## src/rtl/tsp_pkg.sv

```systemverilog
`default_nettype none
// ----------------------------------------------------------------------------
// TGA stream parser package
// Shared types and constants for the TGA stream parser.
// ----------------------------------------------------------------------------
package tsp_pkg;

    localparam int HEADER_BYTES = 18;
    localparam int HDR_IDX_W    = 5;
    localparam int COUNT_W      = 34;

    // header byte positions
    localparam logic [HDR_IDX_W-1:0] HDR_ID_LEN     = 5'd0;
    localparam logic [HDR_IDX_W-1:0] HDR_TYPE       = 5'd2;
    localparam logic [HDR_IDX_W-1:0] HDR_CMAP_LEN_L = 5'd5;
    localparam logic [HDR_IDX_W-1:0] HDR_CMAP_LEN_H = 5'd6;
    localparam logic [HDR_IDX_W-1:0] HDR_CMAP_DEPTH = 5'd7;
    localparam logic [HDR_IDX_W-1:0] HDR_WIDTH_L    = 5'd12;
    localparam logic [HDR_IDX_W-1:0] HDR_WIDTH_H    = 5'd13;
    localparam logic [HDR_IDX_W-1:0] HDR_HEIGHT_L   = 5'd14;
    localparam logic [HDR_IDX_W-1:0] HDR_HEIGHT_H   = 5'd15;
    localparam logic [HDR_IDX_W-1:0] HDR_DEPTH      = 5'd16;
    localparam logic [HDR_IDX_W-1:0] HDR_LAST       = HDR_IDX_W'(HEADER_BYTES - 1);

    localparam logic [7:0] TYPE_TRUECOLOR = 8'd2;
    localparam logic [7:0] DEPTH_24       = 8'd24;

    localparam logic [1:0] KIND_PIXEL = 2'd0;
    localparam logic [1:0] KIND_DONE  = 2'd1;
    localparam logic [1:0] KIND_ERROR = 2'd2;

    localparam logic [2:0] ST_OK          = 3'd0;
    localparam logic [2:0] ST_SHORT_HDR   = 3'd1;
    localparam logic [2:0] ST_WRONG_TYPE  = 3'd2;
    localparam logic [2:0] ST_WRONG_DEPTH = 3'd3;
    localparam logic [2:0] ST_SHORT_ID    = 3'd4;
    localparam logic [2:0] ST_SHORT_CMAP  = 3'd5;
    localparam logic [2:0] ST_SHORT_IMAGE = 3'd6;

    typedef struct packed {
        logic [1:0]  kind;
        logic [7:0]  pixel;
        logic [2:0]  status;
        logic [15:0] width;
        logic [15:0] height;
        logic        last;
    } t_result;

endpackage
`default_nettype wire

```

## src/rtl/tga_stream_parser.sv

```systemverilog
`default_nettype none
// ----------------------------------------------------------------------------
// TGA stream parser
// Reads an uncompressed 24-bit TGA file as a byte stream and passes the
// pixel bytes through, reporting completion and errors.
// ----------------------------------------------------------------------------
// Channel   Dir  tdata                      tuser         tlast
// s         in   [7:0] file byte            -             end of file
// m         out  pixel/status/width/height  result kind   last of image
//
// One input word per cycle while tready is high; results enter the output stage.
// Header sizes (w*h, colour map) are registered products ready by the last
// header byte. A two-entry output stage (register + skid) decouples the sides;
// tready drops only when both entries are full. Reset is synchronous, active
// low, and returns the parser to the header phase.
// ----------------------------------------------------------------------------
module tga_stream_parser (
    input  wire         i_clk,
    input  wire         i_rst_n,
    input  wire         i_s_tvalid,
    output logic        o_s_tready,
    input  wire  [7:0]  i_s_tdata,   // [7:0] data_byte
    input  wire         i_s_tlast,   // end_marker
    output logic        o_m_tvalid,
    input  wire         i_m_tready,
    output logic [47:0] o_m_tdata,   // [7:0] pixel_byte, [10:8] status_code,
                                     // [26:11] image_width, [42:27] image_height
    output logic [1:0]  o_m_tuser,   // [1:0] result_kind
    output logic        o_m_tlast    // last_flag
);

    localparam logic [2:0] PH_HEADER = 3'd0;
    localparam logic [2:0] PH_ID     = 3'd1;
    localparam logic [2:0] PH_CMAP   = 3'd2;
    localparam logic [2:0] PH_IMAGE  = 3'd3;
    localparam logic [2:0] PH_DONE   = 3'd4;

    localparam int CW = tsp_pkg::COUNT_W;

    logic [2:0]                    r_phase, n_phase;
    logic [tsp_pkg::HDR_IDX_W-1:0] r_hdr_idx, n_hdr_idx;
    logic [CW-1:0]                 r_count, n_count;

    logic [7:0]  r_id_len;
    logic [7:0]  r_type;
    logic [15:0] r_cmap_len;
    logic [4:0]  r_cmap_depth;
    logic [15:0] r_width;
    logic [15:0] r_height;
    logic [7:0]  r_depth;
    logic [31:0] r_area;
    logic [20:0] r_cmap_size;

    logic            accept;
    logic            res_valid;
    tsp_pkg::t_result res;
    tsp_pkg::t_result out_data;
    logic [CW-1:0]   img_size;
    logic [CW-1:0]   count_dec;
    logic            count_one;

    assign accept    = i_s_tvalid && o_s_tready;
    assign img_size  = {2'b00, r_area} + {1'b0, r_area, 1'b0};
    assign count_dec = r_count - CW'(1);
    assign count_one = (r_count == CW'(1));

    always_ff @(posedge i_clk) begin
        r_area      <= {16'd0, r_width} * {16'd0, r_height};
        r_cmap_size <= {5'd0, r_cmap_len} * {16'd0, r_cmap_depth};
    end

    always_ff @(posedge i_clk) begin
        if (accept && !i_s_tlast && r_phase == PH_HEADER) begin
            unique case (r_hdr_idx)
                tsp_pkg::HDR_ID_LEN:     r_id_len          <= i_s_tdata;
                tsp_pkg::HDR_TYPE:       r_type            <= i_s_tdata;
                tsp_pkg::HDR_CMAP_LEN_L: r_cmap_len[7:0]   <= i_s_tdata;
                tsp_pkg::HDR_CMAP_LEN_H: r_cmap_len[15:8]  <= i_s_tdata;
                tsp_pkg::HDR_CMAP_DEPTH: r_cmap_depth      <= i_s_tdata[7:3];
                tsp_pkg::HDR_WIDTH_L:    r_width[7:0]      <= i_s_tdata;
                tsp_pkg::HDR_WIDTH_H:    r_width[15:8]     <= i_s_tdata;
                tsp_pkg::HDR_HEIGHT_L:   r_height[7:0]     <= i_s_tdata;
                tsp_pkg::HDR_HEIGHT_H:   r_height[15:8]    <= i_s_tdata;
                tsp_pkg::HDR_DEPTH:      r_depth           <= i_s_tdata;
                default: ;
            endcase
        end
    end

    always_comb begin
        n_phase    = r_phase;
        n_hdr_idx  = r_hdr_idx;
        n_count    = r_count;
        res_valid  = 1'b0;
        res.kind   = tsp_pkg::KIND_PIXEL;
        res.pixel  = 8'd0;
        res.status = tsp_pkg::ST_OK;
        res.width  = r_width;
        res.height = r_height;
        res.last   = 1'b0;
        if (accept) begin
            if (i_s_tlast) begin
                n_phase   = PH_HEADER;
                n_hdr_idx = '0;
                n_count   = '0;
                res.kind  = tsp_pkg::KIND_ERROR;
                res.last  = 1'b1;
                unique case (r_phase)
                    PH_HEADER: begin
                        res_valid  = 1'b1;
                        res.status = tsp_pkg::ST_SHORT_HDR;
                        res.width  = 16'd0;
                        res.height = 16'd0;
                    end
                    PH_ID: begin
                        res_valid  = 1'b1;
                        res.status = tsp_pkg::ST_SHORT_ID;
                    end
                    PH_CMAP: begin
                        res_valid  = 1'b1;
                        res.status = tsp_pkg::ST_SHORT_CMAP;
                    end
                    PH_IMAGE: begin
                        res_valid  = 1'b1;
                        res.status = tsp_pkg::ST_SHORT_IMAGE;
                    end
                    default: ;
                endcase
            end else begin
                unique case (r_phase)
                    PH_HEADER: begin
                        if (r_hdr_idx == tsp_pkg::HDR_LAST) begin
                            n_hdr_idx = '0;
                            if (r_type != tsp_pkg::TYPE_TRUECOLOR) begin
                                n_phase    = PH_DONE;
                                res_valid  = 1'b1;
                                res.kind   = tsp_pkg::KIND_ERROR;
                                res.status = tsp_pkg::ST_WRONG_TYPE;
                                res.last   = 1'b1;
                            end else if (r_depth != tsp_pkg::DEPTH_24) begin
                                n_phase    = PH_DONE;
                                res_valid  = 1'b1;
                                res.kind   = tsp_pkg::KIND_ERROR;
                                res.status = tsp_pkg::ST_WRONG_DEPTH;
                                res.last   = 1'b1;
                            end else if (r_id_len != 8'd0) begin
                                n_phase = PH_ID;
                                n_count = CW'(r_id_len);
                            end else if (r_cmap_size != 21'd0) begin
                                n_phase = PH_CMAP;
                                n_count = CW'(r_cmap_size);
                            end else if (img_size != '0) begin
                                n_phase = PH_IMAGE;
                                n_count = img_size;
                            end else begin
                                n_phase   = PH_DONE;
                                res_valid = 1'b1;
                                res.kind  = tsp_pkg::KIND_DONE;
                                res.last  = 1'b1;
                            end
                        end else begin
                            n_hdr_idx = r_hdr_idx + 5'd1;
                        end
                    end
                    PH_ID: begin
                        if (!count_one) begin
                            n_count = count_dec;
                        end else if (r_cmap_size != 21'd0) begin
                            n_phase = PH_CMAP;
                            n_count = CW'(r_cmap_size);
                        end else if (img_size != '0) begin
                            n_phase = PH_IMAGE;
                            n_count = img_size;
                        end else begin
                            n_phase   = PH_DONE;
                            n_count   = '0;
                            res_valid = 1'b1;
                            res.kind  = tsp_pkg::KIND_DONE;
                            res.last  = 1'b1;
                        end
                    end
                    PH_CMAP: begin
                        if (!count_one) begin
                            n_count = count_dec;
                        end else if (img_size != '0) begin
                            n_phase = PH_IMAGE;
                            n_count = img_size;
                        end else begin
                            n_phase   = PH_DONE;
                            n_count   = '0;
                            res_valid = 1'b1;
                            res.kind  = tsp_pkg::KIND_DONE;
                            res.last  = 1'b1;
                        end
                    end
                    PH_IMAGE: begin
                        n_count   = count_dec;
                        res_valid = 1'b1;
                        res.pixel = i_s_tdata;
                        if (count_one) begin
                            n_phase  = PH_DONE;
                            res.last = 1'b1;
                        end
                    end
                    default: ;
                endcase
            end
        end
    end

    always_ff @(posedge i_clk) begin
        if (!i_rst_n) begin
            r_phase   <= PH_HEADER;
            r_hdr_idx <= '0;
            r_count   <= '0;
        end else begin
            r_phase   <= n_phase;
            r_hdr_idx <= n_hdr_idx;
            r_count   <= n_count;
        end
    end

    tsp_skid u_skid (
        .i_clk   (i_clk),
        .i_rst_n (i_rst_n),
        .i_push  (res_valid),
        .i_data  (res),
        .o_ready (o_s_tready),
        .o_valid (o_m_tvalid),
        .o_data  (out_data),
        .i_ready (i_m_tready)
    );

    assign o_m_tdata = {5'd0, out_data.height, out_data.width, out_data.status, out_data.pixel};
    assign o_m_tuser = out_data.kind;
    assign o_m_tlast = out_data.last;

`ifndef SYNTHESIS
    a_count_idle: assert property (@(posedge i_clk) disable iff (!i_rst_n)
        (r_phase == PH_HEADER || r_phase == PH_DONE) |-> (r_count == '0))
        else $error("count not clear outside a section");

    a_count_busy: assert property (@(posedge i_clk) disable iff (!i_rst_n)
        (r_phase == PH_ID || r_phase == PH_CMAP || r_phase == PH_IMAGE) |-> (r_count != '0))
        else $error("empty section left open");

    a_hdr_idx: assert property (@(posedge i_clk) disable iff (!i_rst_n)
        (r_phase != PH_HEADER) |-> (r_hdr_idx == '0))
        else $error("header index not rewound");

    a_eof_rearm: assert property (@(posedge i_clk) disable iff (!i_rst_n)
        (accept && i_s_tlast) |=> (r_phase == PH_HEADER))
        else $error("end of file did not re-arm");
`endif

endmodule
`default_nettype wire

```

## src/rtl/tsp_skid.sv

```systemverilog
`default_nettype none
// ----------------------------------------------------------------------------
// TGA stream parser output skid
// Output register plus one skid entry; ready to the parser is registered.
// ----------------------------------------------------------------------------
module tsp_skid (
    input  wire             i_clk,
    input  wire             i_rst_n,
    input  wire             i_push,
    input  tsp_pkg::t_result i_data,
    output logic            o_ready,
    output logic            o_valid,
    output tsp_pkg::t_result o_data,
    input  wire             i_ready
);

    logic            r_out_valid;
    logic            r_skid_valid;
    tsp_pkg::t_result r_out;
    tsp_pkg::t_result r_skid;

    always_ff @(posedge i_clk) begin
        if (!i_rst_n) begin
            r_out_valid  <= 1'b0;
            r_skid_valid <= 1'b0;
        end else if (!r_out_valid || i_ready) begin
            if (r_skid_valid) begin
                r_out_valid  <= 1'b1;
                r_skid_valid <= 1'b0;
            end else begin
                r_out_valid <= i_push;
            end
        end else if (i_push) begin
            r_skid_valid <= 1'b1;
        end
    end

    always_ff @(posedge i_clk) begin
        if (!r_out_valid || i_ready) begin
            r_out <= r_skid_valid ? r_skid : i_data;
        end
        if (r_out_valid && !i_ready && i_push) begin
            r_skid <= i_data;
        end
    end

    assign o_ready = !r_skid_valid;
    assign o_valid = r_out_valid;
    assign o_data  = r_out;

endmodule
`default_nettype wire
```

## config.mk

```make
export PLATFORM = sky130hd
export DESIGN_NAME = tga_stream_parser
export DESIGN_NICKNAME = d
export VERILOG_FILES = /design/src/rtl/tsp_pkg.sv /design/src/rtl/tga_stream_parser.sv /design/src/rtl/tsp_skid.sv
export SDC_FILE = /design/constraint.sdc
export NUM_CORES = 1
export LEC_CHECK = 0
export BUFFER_PORTS_ARGS = -buffer_cell sky130_fd_sc_hd__buf_2
export CELL_PAD_IN_SITES_DETAIL_PLACEMENT = 0
export CELL_PAD_IN_SITES_GLOBAL_PLACEMENT = 1
export CORE_ASPECT_RATIO = 0.75
export CORE_MARGIN = 8
export CORE_UTILIZATION = 51
export CTS_CLUSTER_SIZE = 24
export DETAILED_ROUTE_END_ITERATION = 7
export GPL_TIMING_DRIVEN = 1
export PLACE_DENSITY = 0.92
export SETUP_SLACK_MARGIN = 0.05
export SYNTH_ARGS = -nofsm -noshare
export SYNTH_HDL_FRONTEND = slang
export SYNTH_HIERARCHICAL = 1
export SYNTH_SLANG_ARGS = --single-unit
```

## constraint.sdc

```tcl
create_clock -name i_clk -period 7.4 [get_ports i_clk]
set_input_delay 0.37 -clock i_clk [delete_from_list [all_inputs] [get_ports i_clk]]
set_output_delay 0.37 -clock i_clk [all_outputs]
set_load 0.01 [all_outputs]
```

; ---- Word level (Yosys, flattened, before mapping)
; Index checks and enable logic that the tools add are counted.
[totals]
input_bits = 13
elab_cells = 154
register_bits = 266
[classes]
bitwise_logic = 1
n_eq_ne = 23
n_reduce_logical = 32
mux = 64
add_sub_neg = 3
mul = 2
[ops]
columns = op, n
row1 = $mux 34, 11
row2 = $pmux 34 s4, 1
row3 = $mux 46, 2
row4 = $mux 32, 2
row5 = $mux 3, 12
row6 = $add 32x33->34, 1
row7 = $eq 34x1->1 const B, 1
row8 = $reduce_bool 34->1, 1
row9 = $sub 34x1->34 const B, 1
row10 = $mul 16x16->32, 1
row11 = $pmux 3 s4, 2
row12 = $reduce_and 2->1, 11
row13 = $mul 16x5->21, 1
row14 = $reduce_bool 21->1, 1
row15 = $eq 5x4->1 const B, 4
row16 = $mux 2, 9
row17 = $mux 1, 17
row18 = $mux 8, 2
row19 = $eq 5x3->1 const B, 3
row20 = $mux 5, 3
row21 = $ne 3x3->1 const B, 5
row22 = $reduce_and 6->1, 2
row23 = $eq 5x5->1 const B, 2
row24 = $ne 8x2->1 const B, 1
row25 = other kinds (20), 29

; ---- Longest topological paths before layout
[depth]
depth_word = 12
mapped_depth = 26
ltp_nobuf = 24

; ---- Cells and area by module
; The synthesis kept the hierarchy.
[modules_own_cells]
columns = mod, cells_each, seq_area_each_um2, area_per_inst_um2, n_inst
row1 = tga_stream_parser, 2370, 4214.0, 20682.3, 1
row2 = tsp_skid, 152, 2802.7, 3473.3, 1

; ---- Worst setup path after synthesis
; No wires, ideal clock.
[synth_timing]
kind = reg-to-reg
startpoint = register r_height[1]
endpoint = register r_area[29]
stages_incl_launch_ff = 21
path_slack_ns = 1.204
t_arrival_ns = 6.101
n_path_buf = 1
required_ns = 7.305
cell_sequence = edfxtp_1 > clkbuf_1 > nand2_1 > fa_1 > fa_1 > fa_1 > fa_1 > inv_1 > fa_1 > inv_1 > fa_1 > inv_1 > ha_1 > nand4_1 > o211ai_1 > a31o_2 > a31oi_1 > o41ai_1 > nand2b_1 > a21bo_2 > a221oi_1
[synth_between]
elab_chain_len = 1
[synth_lines]
columns = item, line_no
row1 = start: declaration, tga_stream_parser.sv:49  ; logic [15:0] r_height;
row2 = start signal: assignment, tga_stream_parser.sv:82  ; tsp_pkg::HDR_HEIGHT_L: r_height[7:0] <= i_s_tdata;
row3 = $mul 16x16->32, tga_stream_parser.sv:68  ; r_area <= {16'd0, r_width} * {16'd0, r_height};
row4 = end signal: assignment, tga_stream_parser.sv:68
row5 = end: declaration, tga_stream_parser.sv:51  ; logic [31:0] r_area;
; Every way passes these cells.
; A chain may end at the register's enable or synchronous reset.

; ---- Worst setup path after layout
[layout_timing]
startpoint = register r_width[9]
endpoint = register r_area[29]
[layout_between]
elab_chain_len = 1
[layout_lines]
columns = item, line_no
row1 = start: declaration, tga_stream_parser.sv:48  ; logic [15:0] r_width;
row2 = start signal: assignment, tga_stream_parser.sv:81  ; tsp_pkg::HDR_WIDTH_H: r_width[15:8] <= i_s_tdata;
row3 = $mul 16x16->32, tga_stream_parser.sv:68
; Every way passes these cells.

==> summary.md <==
| Metric | Value |
|---|---|
| Status | `completed` |
| Vias per cell | `5.89` |
| Sw frac | `0.233` |
| Dominant synthesized flop cell | `edfxtp_1` |
| Final slew viol count | `0` |
| Placed Area | `25000 um^2` |
| Min cycle time layout | `7.02 ns` |
| WS Path Type | `flop to flop` |
| Setup TNS | `0 ns` |
| CP Max Fanout | `17` |
| R2R depth | `19` |
| Synth unique cells | `94` |
| Nets | `2951` |
| Synth Area in Adders | `0.286` |
| P per Cell Area | `127 nW/um^2` |
| Hold Startpoint | `i_s_tdata[0]` |
| Flop pwr share | `0.489` |
| Part of the power in the clock network | `0.456` |
| RSZ-0062 raised after global routing | `false` |
| R2R Path Start | `r_width[9]` |
| Most frequent cells in the layout | `292 x inv_1, 289 x nand2_1, 237 x fa_1, 173 x ha_1, 169 x edfxtp_1` |
| Final hold viol count | `0` |
| Pin count of the biggest net entering global routing | `55` |
| DRT iter0 DRCs | `1683` |
| Xor and xnor area share after synthesis | `0.0305` |
| DRC violations left | `0` |
| Clk_lat worst skew | `0.58 ns` |
| Num ports | `66` |
| Layout cells sized above 1 | `0.0835` |
| Overflow after GRT | `0` |
| Post-synthesis simple-gate area fraction | `0.176` |
| FMAX | `0.142 GHz` |
| Post-route cell area | `26000 um^2` |
| Register area | `7020 um^2` |
| WHS Path Cells | `1` |
| Syn Inst Count | `2522` |
| Die Y | `204 um` |
| Sequential-to-total area share from yosys stat | `0.290` |
| Slew HR | `0.230` |
| Leak | `11.3 nW` |
| Cell Rows | `69` |
| Hold Buf Count CTS | `0` |
| EDFF count, synth | `169` |
| Asr flop ratio synth | `0` |
| Routed Antenna Nets | `0` |
| FILL cells | `4059` |
| Initial antenna violation count | `0` |
| WHS | `0.209 ns` |
| Die width | `267 um` |
| Worst slew pin tran | `1.15 ns` |
| Compound-Gate Fraction of Synth Area | `0.121` |
| Synth Register Bits | `266` |
| Reg clk slew, reported paths | `0.06 ns` |
| Synthesis-to-layout area growth | `7.51%` |
| # resized after CTS | `0` |
| Clock Skew | `0.0126 ns` |
| Post-Synthesis Mean Instance Area | `9.58 um^2` |
| Dpl hpwl | `50.1 mm` |
| Reg2reg setup slack | `0.38 ns` |
| Setup Buffers After CTS | `0` |
| Setup violations, final | `0` |
| Fin util | `0.552` |
| Tot GR Track Use | `0.241` |
| CP Data Arrival Time | `7.50 ns` |
| Cell-internal power | `2.52 mW` |
| Psw | `0.767 mW` |
| Syn. warnings | `6` |
| 1st-pass router iterations | `5` |
| R2R Path End | `r_area[29]` |
| CTS Buf Count | `29` |
| Final period util | `0.949` |
| Synthesized area | `24200 um^2` |
| Commonest non-fill, non-tap cell in the layout | `inv_1` |
| Post-synthesis mux area share | `0.0314` |
| Hold endpoint | `r_type[0]` |
| Main combinational cell family by area after synthesis | `adder cells` |
| Global placer's final weighted congestion | `0.954` |
| Clock root buffer | `clkbuf_16` |
| Core ar. | `47100 um^2` |
| DIE AREA | `54700 um^2` |
| Multi-input logic area | `15600 um^2` |
| Worst-case clock buffer depth | `3` |
| H-tree Lvls | `1` |
| TritonCTS clock tree | `yes` |
| Via count | `18800` |
| Min-delay worst type | `primary input to flop` |
| Global-route wire length before repair | `105 mm` |
| Comb power frac | `0.054` |
| Crit path required time | `7.88 ns` |
| Port Buffer Count | `60` |
| Final WL | `66.5 mm` |
| Wire per inst | `20.8 um` |
| Max-Cap Viols | `0` |
| Starting Density | `0.513` |
| Crit. End Element | `flop` |
| Clock sink count | `266` |
| Max IR drop VDD | `0.304 mV` |
| Number of global-route vias before repair | `18700` |
| Startpoint types | `flop` |
-- critical path: stages, from the launching register on --
cell and delay [ns]:
edfxtp_1 0.84, nand2_1 0.20, fa_1 0.57, fa_1 0.47
fa_1 0.52, fa_1 0.55, inv_1 0.05, fa_1 0.47
inv_1 0.05, fa_1 0.47, inv_1 0.04, ha_1 0.36
nand4_1 0.14, o211ai_1 0.29, a31o_2 0.23, a31oi_1 0.11
o41ai_1 0.90, nand2b_1 0.13, a21bo_2 0.25, a221oi_1 0.28
-- cell families (layout without fill, tap and decap cells) --
group           after synthesis  after routing
fa+ha+maj                   410            410
flops                       266            266
mux                          63             63
other cells                   1              6
compound gates              449            449
xor+xnor                     84             84
buf+inv                     400            425
simple gates                849            849
-- Yosys cell counts (all sizes together), types with 24 or more instances --
library cell | n | area [um^2]
dfxtp | 97 | 1940
clkbuf | 84 | 317
edfxtp | 169 | 5070
inv | 292 | 1100
nand2 | 290 | 1090
nor2 | 140 | 526
nand3 | 37 | 185
and2 | 161 | 1010
ha | 173 | 2160
xor2 | 27 | 236
fa | 237 | 4740
buf | 24 | 148
mux2 | 48 | 608
nor2b | 43 | 269
a21o | 26 | 195
a21oi | 149 | 749
xnor2 | 57 | 499
nor3 | 46 | 230
o21ai | 101 | 532
-- power by group through the flow --
stage	sequential, mW	combinational [mW]	clock (mW)
floorplan	1.64	0.105	0
global route	1.61	0.192	1.57
finish	1.61	0.179	1.50
global placement	1.64	0.171	0
detailed placement	1.64	0.174	0
CTS	1.61	0.176	1.52
-- final cells by class --
cell class                 instances  area share
inverter                         292      0.0422
clock inverter                    22     0.00930
timing repair buffer              79      0.0171
clock buffer                      32      0.0284
multi-input combinational       1860       0.602
tap                              639      0.0308
sequential                       266       0.270
antenna                            1   0.0000964
-- flip-flops by register name (all words and copies together) (netlist names), 3 cells and up --
register and flops:
r_area 32, r_cmap_depth 5, r_cmap_len 16, r_cmap_size 21
r_count 34, r_depth 8, r_hdr_idx 5, r_height 16
r_id_len 8, r_phase 3, r_type 8, r_width 16
u_skid/o_data 46, u_skid/r_skid 46
-- per-stage QoR --
stage | setup WS, ns | cells | total power, mW
4_1_cts | 0.486 | 3190 | 3.30
3_5_place_dp | 0.507 | 3136 | 1.81
6_report | 0.380 | 3191 | 3.29
3_3_place_gp | 0.713 | 3136 | 1.81
2_1_floorplan | 1.20 | 2526 | 1.75
5_1_grt | 0.0705 | 3190 | 3.37
-- layer usage --
metal | vias up | part of all wire | track usage
li1 | 8542 | - | -
met1 | 9171 | 0.45 | 0.352
met2 | 977 | 0.40 | 0.345
met3 | 105 | 0.13 | 0.0827
met4 | 0 | 0.018 | 0.0473
met5 | - | 0 | 0
-- worst max path at each step --
| stage | from | end | cells after the start |
|---|---|---|---|
| floorplan | r_height[1] | r_area[29] | 20 |
| finish | r_width[9] | r_area[29] | 19 |
| global route | r_width[9] | r_area[29] | 21 |
| global placement | r_width[6] | r_area[29] | 20 |
| detailed placement | r_width[9] | r_area[29] | 19 |
| CTS | r_width[9] | r_area[29] | 19 |
No activity file was read; power rests on OpenSTA's default activity.
